$ cat src/wua_pkg.sv
// Shared types and constants for the windowed usage averager.
`default_nettype none
package wua_pkg;

	localparam int DATA_W     = 16;
	localparam int WINDOW_DEF = 60;

	// one ring entry: the three averaged channels
	typedef struct packed {
		logic [DATA_W-1:0] msg_v;
		logic [DATA_W-1:0] buf_v;
		logic [DATA_W-1:0] mem_v;
	} chan_t;

	// ring access control from the pipeline
	typedef struct packed {
		logic rd_en;   // request accepted: read the slot it overwrites
		logic wr_en;   // stage 1 retires: write its values back
	} ring_ctrl_t;

endpackage
`default_nettype wire

$ cat src/wua_ring.sv
// Sample ring: slot pointer, fill flag and one-read one-write memory.
`default_nettype none
module wua_ring #(
	parameter int WINDOW = wua_pkg::WINDOW_DEF
) (
	input  wire                     clk,
	input  wire                     arst_n,
	input  wua_pkg::ring_ctrl_t     ctrl,
	input  wua_pkg::chan_t          new_val,
	output wua_pkg::chan_t          new_s1,
	output wua_pkg::chan_t          old_s1
);
	import wua_pkg::*;

	localparam int SLOT_W = (WINDOW > 1) ? $clog2(WINDOW) : 1;
	localparam logic [SLOT_W-1:0] LAST_SLOT = SLOT_W'(WINDOW - 1);

	logic [SLOT_W-1:0] slot_q;
	logic [SLOT_W-1:0] addr_s1;
	logic              full_q;
	logic              hit_s1;
	chan_t             rd_s1;
	chan_t             mem_q [WINDOW];

	// slots fill in order, so a slot holds data once the ring has wrapped
	always_ff @(posedge clk or negedge arst_n) begin
		if (!arst_n) begin
			slot_q <= '0;
			full_q <= 1'b0;
			hit_s1 <= 1'b0;
		end else if (ctrl.rd_en) begin
			hit_s1 <= full_q;
			if (slot_q == LAST_SLOT) begin
				slot_q <= '0;
				full_q <= 1'b1;
			end else begin
				slot_q <= slot_q + 1'b1;
			end
		end
	end

	always_ff @(posedge clk) begin
		if (ctrl.rd_en) begin
			rd_s1   <= mem_q[slot_q];
			addr_s1 <= slot_q;
			new_s1  <= new_val;
		end
	end

	always_ff @(posedge clk) begin
		if (ctrl.wr_en) begin
			mem_q[addr_s1] <= new_s1;
		end
	end

	assign old_s1 = hit_s1 ? rd_s1 : '0;

endmodule
`default_nettype wire

$ cat src/wua_sum.sv
// Running window sums: subtract the overwritten sample, add the new one.
`default_nettype none
module wua_sum #(
	parameter int WINDOW = wua_pkg::WINDOW_DEF
) (
	input  wire                                                clk,
	input  wire                                                arst_n,
	input  wire                                                en,
	input  wua_pkg::chan_t                                     new_val,
	input  wua_pkg::chan_t                                     old_val,
	output logic [wua_pkg::DATA_W+$clog2(WINDOW)-1:0]          mem_sum_q,
	output logic [wua_pkg::DATA_W+$clog2(WINDOW)-1:0]          buf_sum_q,
	output logic [wua_pkg::DATA_W+$clog2(WINDOW)-1:0]          msg_sum_q
);
	import wua_pkg::*;

	localparam int SUM_W = DATA_W + $clog2(WINDOW);

	always_ff @(posedge clk or negedge arst_n) begin
		if (!arst_n) begin
			mem_sum_q <= '0;
			buf_sum_q <= '0;
			msg_sum_q <= '0;
		end else if (en) begin
			mem_sum_q <= mem_sum_q - SUM_W'(old_val.mem_v) + SUM_W'(new_val.mem_v);
			buf_sum_q <= buf_sum_q - SUM_W'(old_val.buf_v) + SUM_W'(new_val.buf_v);
			msg_sum_q <= msg_sum_q - SUM_W'(old_val.msg_v) + SUM_W'(new_val.msg_v);
		end
	end

endmodule
`default_nettype wire

$ cat src/wua_scale.sv
// Floor division of a window sum by WINDOW through an exact reciprocal multiply.
`default_nettype none
module wua_scale #(
	parameter int WINDOW = wua_pkg::WINDOW_DEF
) (
	input  wire                                          clk,
	input  wire                                          en,
	input  wire [wua_pkg::DATA_W+$clog2(WINDOW)-1:0]     sum,
	output logic [wua_pkg::DATA_W-1:0]                   quo_q
);
	import wua_pkg::*;

	localparam int SUM_W  = DATA_W + $clog2(WINDOW);
	localparam int SHIFT  = SUM_W + $clog2(WINDOW);
	localparam int PROD_W = 2 * SUM_W + 1;
	// ceil(2^SHIFT / WINDOW), fits in SUM_W+1 bits, exact for any SUM_W-bit sum
	localparam logic [63:0] MAGIC = ((64'd1 << SHIFT) + 64'(WINDOW) - 64'd1) / 64'(WINDOW);

	logic [PROD_W-1:0] prod;

	assign prod = PROD_W'(sum) * PROD_W'(MAGIC[SUM_W:0]);

	always_ff @(posedge clk) begin
		if (en) begin
			quo_q <= prod[SHIFT +: DATA_W];
		end
	end

endmodule
`default_nettype wire

$ cat src/windowed_usage_averager_unit.sv
// Top level: boxcar moving average of pool, buffer and message usage.
// Pipeline: ring read, window sums, scaled output register; an output stall holds all.
// Throughput: one request per cycle unless the output stalls; the ring memory is
//   read at accept and written back as stage 1 retires, so adjacent requests never touch one slot.
// Reset: async, active low; clears sums, slot pointer, fill flag, total_blocks.
//   Ring slots read as zero until the first lap completes; no clearing pass.
`default_nettype none
module windowed_usage_averager_unit #(
	parameter int WINDOW = wua_pkg::WINDOW_DEF
) (
	input  wire                            clk,
	input  wire                            arst_n,
	// config: total_blocks
	input  wire                            cfg_wr_en,
	input  wire [wua_pkg::DATA_W-1:0]      cfg_wr_data,
	// request stream
	input  wire                            s_axis_tvalid,
	output logic                           s_axis_tready,
	// [15:0] free_blocks, [31:16] buffer_usage, [47:32] message_count,
	// [63:48] error_count
	input  wire [4*wua_pkg::DATA_W-1:0]    s_axis_tdata,
	// result stream
	output logic                           m_axis_tvalid,
	input  wire                            m_axis_tready,
	// [15:0] mem_avg, [31:16] buf_avg, [47:32] msg_avg,
	// [63:48] newest_err
	output logic [4*wua_pkg::DATA_W-1:0]   m_axis_tdata
);
	import wua_pkg::*;

	localparam int SUM_W = DATA_W + $clog2(WINDOW);

	logic [DATA_W-1:0] total_blocks_q;

	logic              adv;       // whole pipeline moves this cycle
	logic              accept;
	logic              retire_s1;
	logic              vld_s1;
	logic              vld_s2;
	logic              out_vld_q;

	logic [DATA_W-1:0] free_blocks;
	logic [DATA_W-1:0] used_blocks;
	logic [DATA_W-1:0] err_s1;
	logic [DATA_W-1:0] err_s2;
	logic [DATA_W-1:0] err_q;

	chan_t             new_val;
	chan_t             new_s1;
	chan_t             old_s1;
	ring_ctrl_t        ring_ctrl;

	logic [SUM_W-1:0]  mem_sum;
	logic [SUM_W-1:0]  buf_sum;
	logic [SUM_W-1:0]  msg_sum;
	logic [DATA_W-1:0] avg_mem_q;
	logic [DATA_W-1:0] avg_buf_q;
	logic [DATA_W-1:0] msg_avg_q;

	// config register
	always_ff @(posedge clk or negedge arst_n) begin
		if (!arst_n) begin
			total_blocks_q <= '0;
		end else if (cfg_wr_en) begin
			total_blocks_q <= cfg_wr_data;
		end
	end

	// single stall point: everything holds only while a result waits
	assign adv           = !out_vld_q || m_axis_tready;
	assign s_axis_tready = adv;
	assign accept        = s_axis_tvalid && adv;
	assign retire_s1     = adv && vld_s1;

	// used = total - free, floored at zero
	assign free_blocks = s_axis_tdata[DATA_W-1:0];
	assign used_blocks = (total_blocks_q > free_blocks) ? (total_blocks_q - free_blocks) : '0;

	assign new_val.mem_v = used_blocks;
	assign new_val.buf_v = s_axis_tdata[2*DATA_W-1:DATA_W];
	assign new_val.msg_v = s_axis_tdata[3*DATA_W-1:2*DATA_W];

	assign ring_ctrl.rd_en = accept;
	assign ring_ctrl.wr_en = retire_s1;

	always_ff @(posedge clk or negedge arst_n) begin
		if (!arst_n) begin
			vld_s1    <= 1'b0;
			vld_s2    <= 1'b0;
			out_vld_q <= 1'b0;
		end else if (adv) begin
			vld_s1    <= s_axis_tvalid;
			vld_s2    <= vld_s1;
			out_vld_q <= vld_s2;
		end
	end

	// error count rides alongside the sums
	always_ff @(posedge clk) begin
		if (accept) begin
			err_s1 <= s_axis_tdata[4*DATA_W-1:3*DATA_W];
		end
		if (retire_s1) begin
			err_s2 <= err_s1;
		end
		if (adv && vld_s2) begin
			err_q <= err_s2;
		end
	end

	wua_ring #(.WINDOW(WINDOW)) u_ring (
		.clk     (clk),
		.arst_n  (arst_n),
		.ctrl    (ring_ctrl),
		.new_val (new_val),
		.new_s1  (new_s1),
		.old_s1  (old_s1)
	);

	wua_sum #(.WINDOW(WINDOW)) u_sum (
		.clk       (clk),
		.arst_n    (arst_n),
		.en        (retire_s1),
		.new_val   (new_s1),
		.old_val   (old_s1),
		.mem_sum_q (mem_sum),
		.buf_sum_q (buf_sum),
		.msg_sum_q (msg_sum)
	);

	wua_scale #(.WINDOW(WINDOW)) u_scale_mem (
		.clk   (clk),
		.en    (adv && vld_s2),
		.sum   (mem_sum),
		.quo_q (avg_mem_q)
	);

	wua_scale #(.WINDOW(WINDOW)) u_scale_buf (
		.clk   (clk),
		.en    (adv && vld_s2),
		.sum   (buf_sum),
		.quo_q (avg_buf_q)
	);

	wua_scale #(.WINDOW(WINDOW)) u_scale_msg (
		.clk   (clk),
		.en    (adv && vld_s2),
		.sum   (msg_sum),
		.quo_q (msg_avg_q)
	);

	assign m_axis_tvalid = out_vld_q;
	assign m_axis_tdata  = {err_q, msg_avg_q, avg_buf_q, avg_mem_q};

endmodule
`default_nettype wire

$ cat config.mk
export PLATFORM = sky130hd
export DESIGN_NAME = windowed_usage_averager_unit
export DESIGN_NICKNAME = d
export VERILOG_FILES = /design/src/wua_pkg.sv /design/src/wua_ring.sv /design/src/wua_sum.sv /design/src/wua_scale.sv /design/src/windowed_usage_averager_unit.sv
export SDC_FILE = /design/constraint.sdc
export NUM_CORES = 2
export LEC_CHECK = 0
export BUFFER_PORTS_ARGS = -buffer_cell sky130_fd_sc_hd__buf_2
export CAP_MARGIN = 20
export CORE_ASPECT_RATIO = 1.25
export CORE_MARGIN = 3
export CORE_UTILIZATION = 35
export DETAILED_ROUTE_END_ITERATION = 8
export GPL_TIMING_DRIVEN = 0
export MAX_ROUTING_LAYER = met4
export PLACE_DENSITY = 0.47
export SLEW_MARGIN = 20
export SYNTH_ARGS = -nofsm -noshare
export SYNTH_HDL_FRONTEND = slang
export SYNTH_SLANG_ARGS = --single-unit
$ cat constraint.sdc
create_clock -name clk -period 10.1 [get_ports clk]
set_clock_uncertainty 0.05 [all_clocks]
set_input_delay 2.02 -clock clk [delete_from_list [all_inputs] [get_ports clk]]
set_output_delay 2.02 -clock clk [all_outputs]
set_load 0.005 [all_outputs]
==> flow_metrics.env <==
export IMPL_max_clock_path_buffers=4
export IMPL_die_w_um=566.8
export IMPL_setup_violations=0
export IMPL_finalNetCount=8626
export IMPL_num_vias=69031
export IMPL_async_flop_share_pct=2.933
export IMPL_h_tree_depth=5
export IMPL_ys_types=72
export IMPL_critPathCaptureType="register"
export IMPL_min_period_ns=6.275
export IMPL_cts_root_buf="clkbuf_16"
export IMPL_initial_core_util_pct=35.27
export IMPL_dr_pass1_iters=5
export IMPL_first_iter_violations=6126
export IMPL_finalHoldViolations=0
export IMPL_worst_setup_path_type="reg2reg"
export IMPL_yosysWarnings=0
export IMPL_synth_area_leaders="edfxtp_1 67%, mux4_2 15%, ha_1 5.3%, fa_1 3.4%, dfrtp_1 1.7%"
export IMPL_min_path_type="reg2reg"
export IMPL_portBuffers=149
export IMPL_maxCapViolCount=0
export IMPL_cp_max_fo=7
export IMPL_worstPathRequired_ns=10.75
export IMPL_first_global_vias=74156
export IMPL_ys_seq_area_share_pct=68.87
export IMPL_num_rows=256
export IMPL_grt_pass1_wl_mm=573.8
export IMPL_fin_area_mm2=0.1629
export IMPL_route_detailed_drc=0
export IMPL_final_layout_size_suffix_gt1_share_pct=26.15
export IMPL_core_mm2=0.3901
export IMPL_cts_tree="done"
export IMPL_maxSlewHeadroom_pct=20.29
export IMPL_final_fill_count=34344
export IMPL_cp_cell_sequence="ha_1 > inv_1 > fa_1 > fa_1 > inv_1 > fa_1 > inv_1 > fa_1 > inv_1 > ha_1 > ha_1 > nand4_1 > nor3_1 > nand4_1 > a31oi_1 > o21a_1 > o41ai_4 > o31a_1 > o21bai_1 > a21oi_2 > xnor2_1"
export IMPL_yosysTopAreaCellShare_pct=67.18
export IMPL_wl_per_cell_um=30.99
export IMPL_reg2reg_slack_ns=3.83
export IMPL_cp_num_buf_inv=4
export IMPL_dieArea_mm2=0.4007
export IMPL_overflow=0
export IMPL_synthesis_nets=7825
export IMPL_place_inst=12550
export IMPL_holdWs_ns=0.3699
export IMPL_area_growth_pct=18.38
export IMPL_fin_crit_sh_pct=62.13
export IMPL_cts_resized=0
export IMPL_routed_wirelength_mm=408.3
export IMPL_fmax_mhz=159.4
export IMPL_die_h_um=707.0
export IMPL_cts_made_buffers=331
export IMPL_dp_hpwl_mm=305.9
export IMPL_clock_sinks=3171
export IMPL_start_kind="register"
export IMPL_layout_cells_non_filler=13173
export IMPL_grt_usage_pct=20.88
export IMPL_antenna_found_initial=28
export IMPL_placed_cell_area_mm2=0.1519
export IMPL_syn_inst=6923
export IMPL_gp_congestion=0.7897
export IMPL_synthFlopType="edfxtp_1"
export IMPL_cts_setup_buffers=0
export IMPL_clock_latency_ns=0.97
export IMPL_rsz0062_at_grt="no"
export IMPL_holdBufCountCts=0
export IMPL_via_per_inst=5.240
export IMPL_ios=151
export IMPL_cp_top_family="adder cells"
export IMPL_synth_avg_cell_area_um2=19.87
export IMPL_final_core_util_pct=41.75
export IMPL_cpMaxStageDelayCell="fa_1"
export IMPL_synth_edf_count=3078
export IMPL_path_clk_slew_ns=0.06
export IMPL_synth_top_area_cell="edfxtp_1"
export IMPL_finalMaxSlewViolations=0
export IMPL_ant_nets=0
export IMPL_ys_ff_latch=3171
export IMPL_arrival_ns=6.93
export IMPL_grt_max_degree=69
export IMPL_status="finished, final reports clean"
export IMPL_max_stage_delay_ns=0.53
export IMPL_syn_area_mm2=0.1376
export IMPL_worst_pin_slew_ns=1.196
==> cell families (layout without fill, tap and decap cells) <==
group / Yosys count / after routing / synth area share, %
muxes: 970 / 970 / 15.32
other: 0 / 13 / 0
buffers and inverters: 808 / 1885 / 2.323
and+or+nand+nor: 556 / 556 / 1.877
DFF: 3171 / 3171 / 68.87
adders and majority gates: 817 / 817 / 8.696
AOI/OAI and AO/OA: 486 / 486 / 2.183
xor gates and xnor gates: 115 / 115 / 0.7321
==> state kept, by name (all words and copies together) (netlist names), 22 cells and up <==
signal,cells
u_ring.rd_s1,48
u_sum.msg_sum_q,22
u_sum.mem_sum_q,22
u_ring.new_s1,48
u_ring.mem_q,2880
u_sum.buf_sum_q,22
==> final timing paths <==
kind / from / endpoint / cells past startpoint
max reg2reg: u_sum.buf_sum_q[18]$_DFFE_PN0P_ / u_scale_buf.quo_q[14]$_DFFE_PP_ / 21
min: err_s2[3]$_DFFE_PP_ / err_q[3]$_DFFE_PP_ / 0
min in group asynchronous: arst_n / total_blocks_q[7]$_DFFE_PN0P_ / 1
min reg2reg: err_s2[3]$_DFFE_PP_ / err_q[3]$_DFFE_PP_ / 0
max: u_sum.buf_sum_q[18]$_DFFE_PN0P_ / u_scale_buf.quo_q[14]$_DFFE_PP_ / 21
max in group asynchronous: arst_n / u_sum.buf_sum_q[17]$_DFFE_PN0P_ / 2
==> Yosys cell counts (9+ instances only) <==
cell and instances:
o21a_1 9, nand3_1 35, a21o_1 60, dfrtp_1 93, edfxtp_1 3078, o21ai_0 112
xor2_1 54, inv_1 552, o31ai_1 9, nand2_1 202, and3_1 13, a21oi_1 113
ha_1 585, nor3_1 29, o21ai_1 69, nor2b_1 23, mux2i_1 49, buf_1 39
a31oi_1 12, nor2_1 137, buf_2 70, xnor2_1 61, o211ai_1 9, o21bai_1 17
nand2b_1 15, mux2_2 14, a211oi_1 15, clkbuf_1 130, fa_1 232, buf_4 12
or3_1 11, nand4_1 19, and2_1 51, mux4_2 907
==> layout make-up <==
class,count,area [um^2],area share (%)
Multi-Input combinational cell,2944,40090,24.61
Sequential cell,3171,94760,58.18
Tap cell,5160,6456,3.964
Buffer,255,1182,0.7260
Clock buffer,392,8671,5.324
Clock inverter,217,2280,1.400
Inverter,553,2081,1.278
Antenna cell,13,32.53,0.01997
Timing Repair Buffer,468,7320,4.494
==> layer usage <==
metal | part of all wire, % | global-route usage, % | wire length, um | vias to the layer above
met5 | 0 | - | 0 | -
met4 | 3.0 | 5.554 | 12160 | 0
met3 | 4.7 | 2.626 | 19110 | 517
met2 | 54 | 37.50 | 219400 | 1850
met1 | 39 | 24.70 | 157600 | 37294
li1 | - | - | - | 29370
==> layout by cell type, fill, tap and decap left out, types with 112 or more instances in the layout <==
master,instances
buf_2,227
buf_12,145
clkbuf_1,144
o21ai_0,112
edfxtp_1,3078
a21oi_1,112
clkbuf_16,338
fa_1,232
inv_1,552
nand2_1,202
mux4_2,907
ha_1,585
==> per-stage QoR <==
step	setup slack, ns	TNS, ns
after CTS	3.766	0
after global routing	3.588	0
after detailed placement	3.788	0
final	3.825	0
after floorplan	4.094	0
after global placement	-2.938	-1311.96
Power is left out: the tool's default activity adds up to more than one toggle a clock period on the data nets, which glitch-free logic cannot reach.
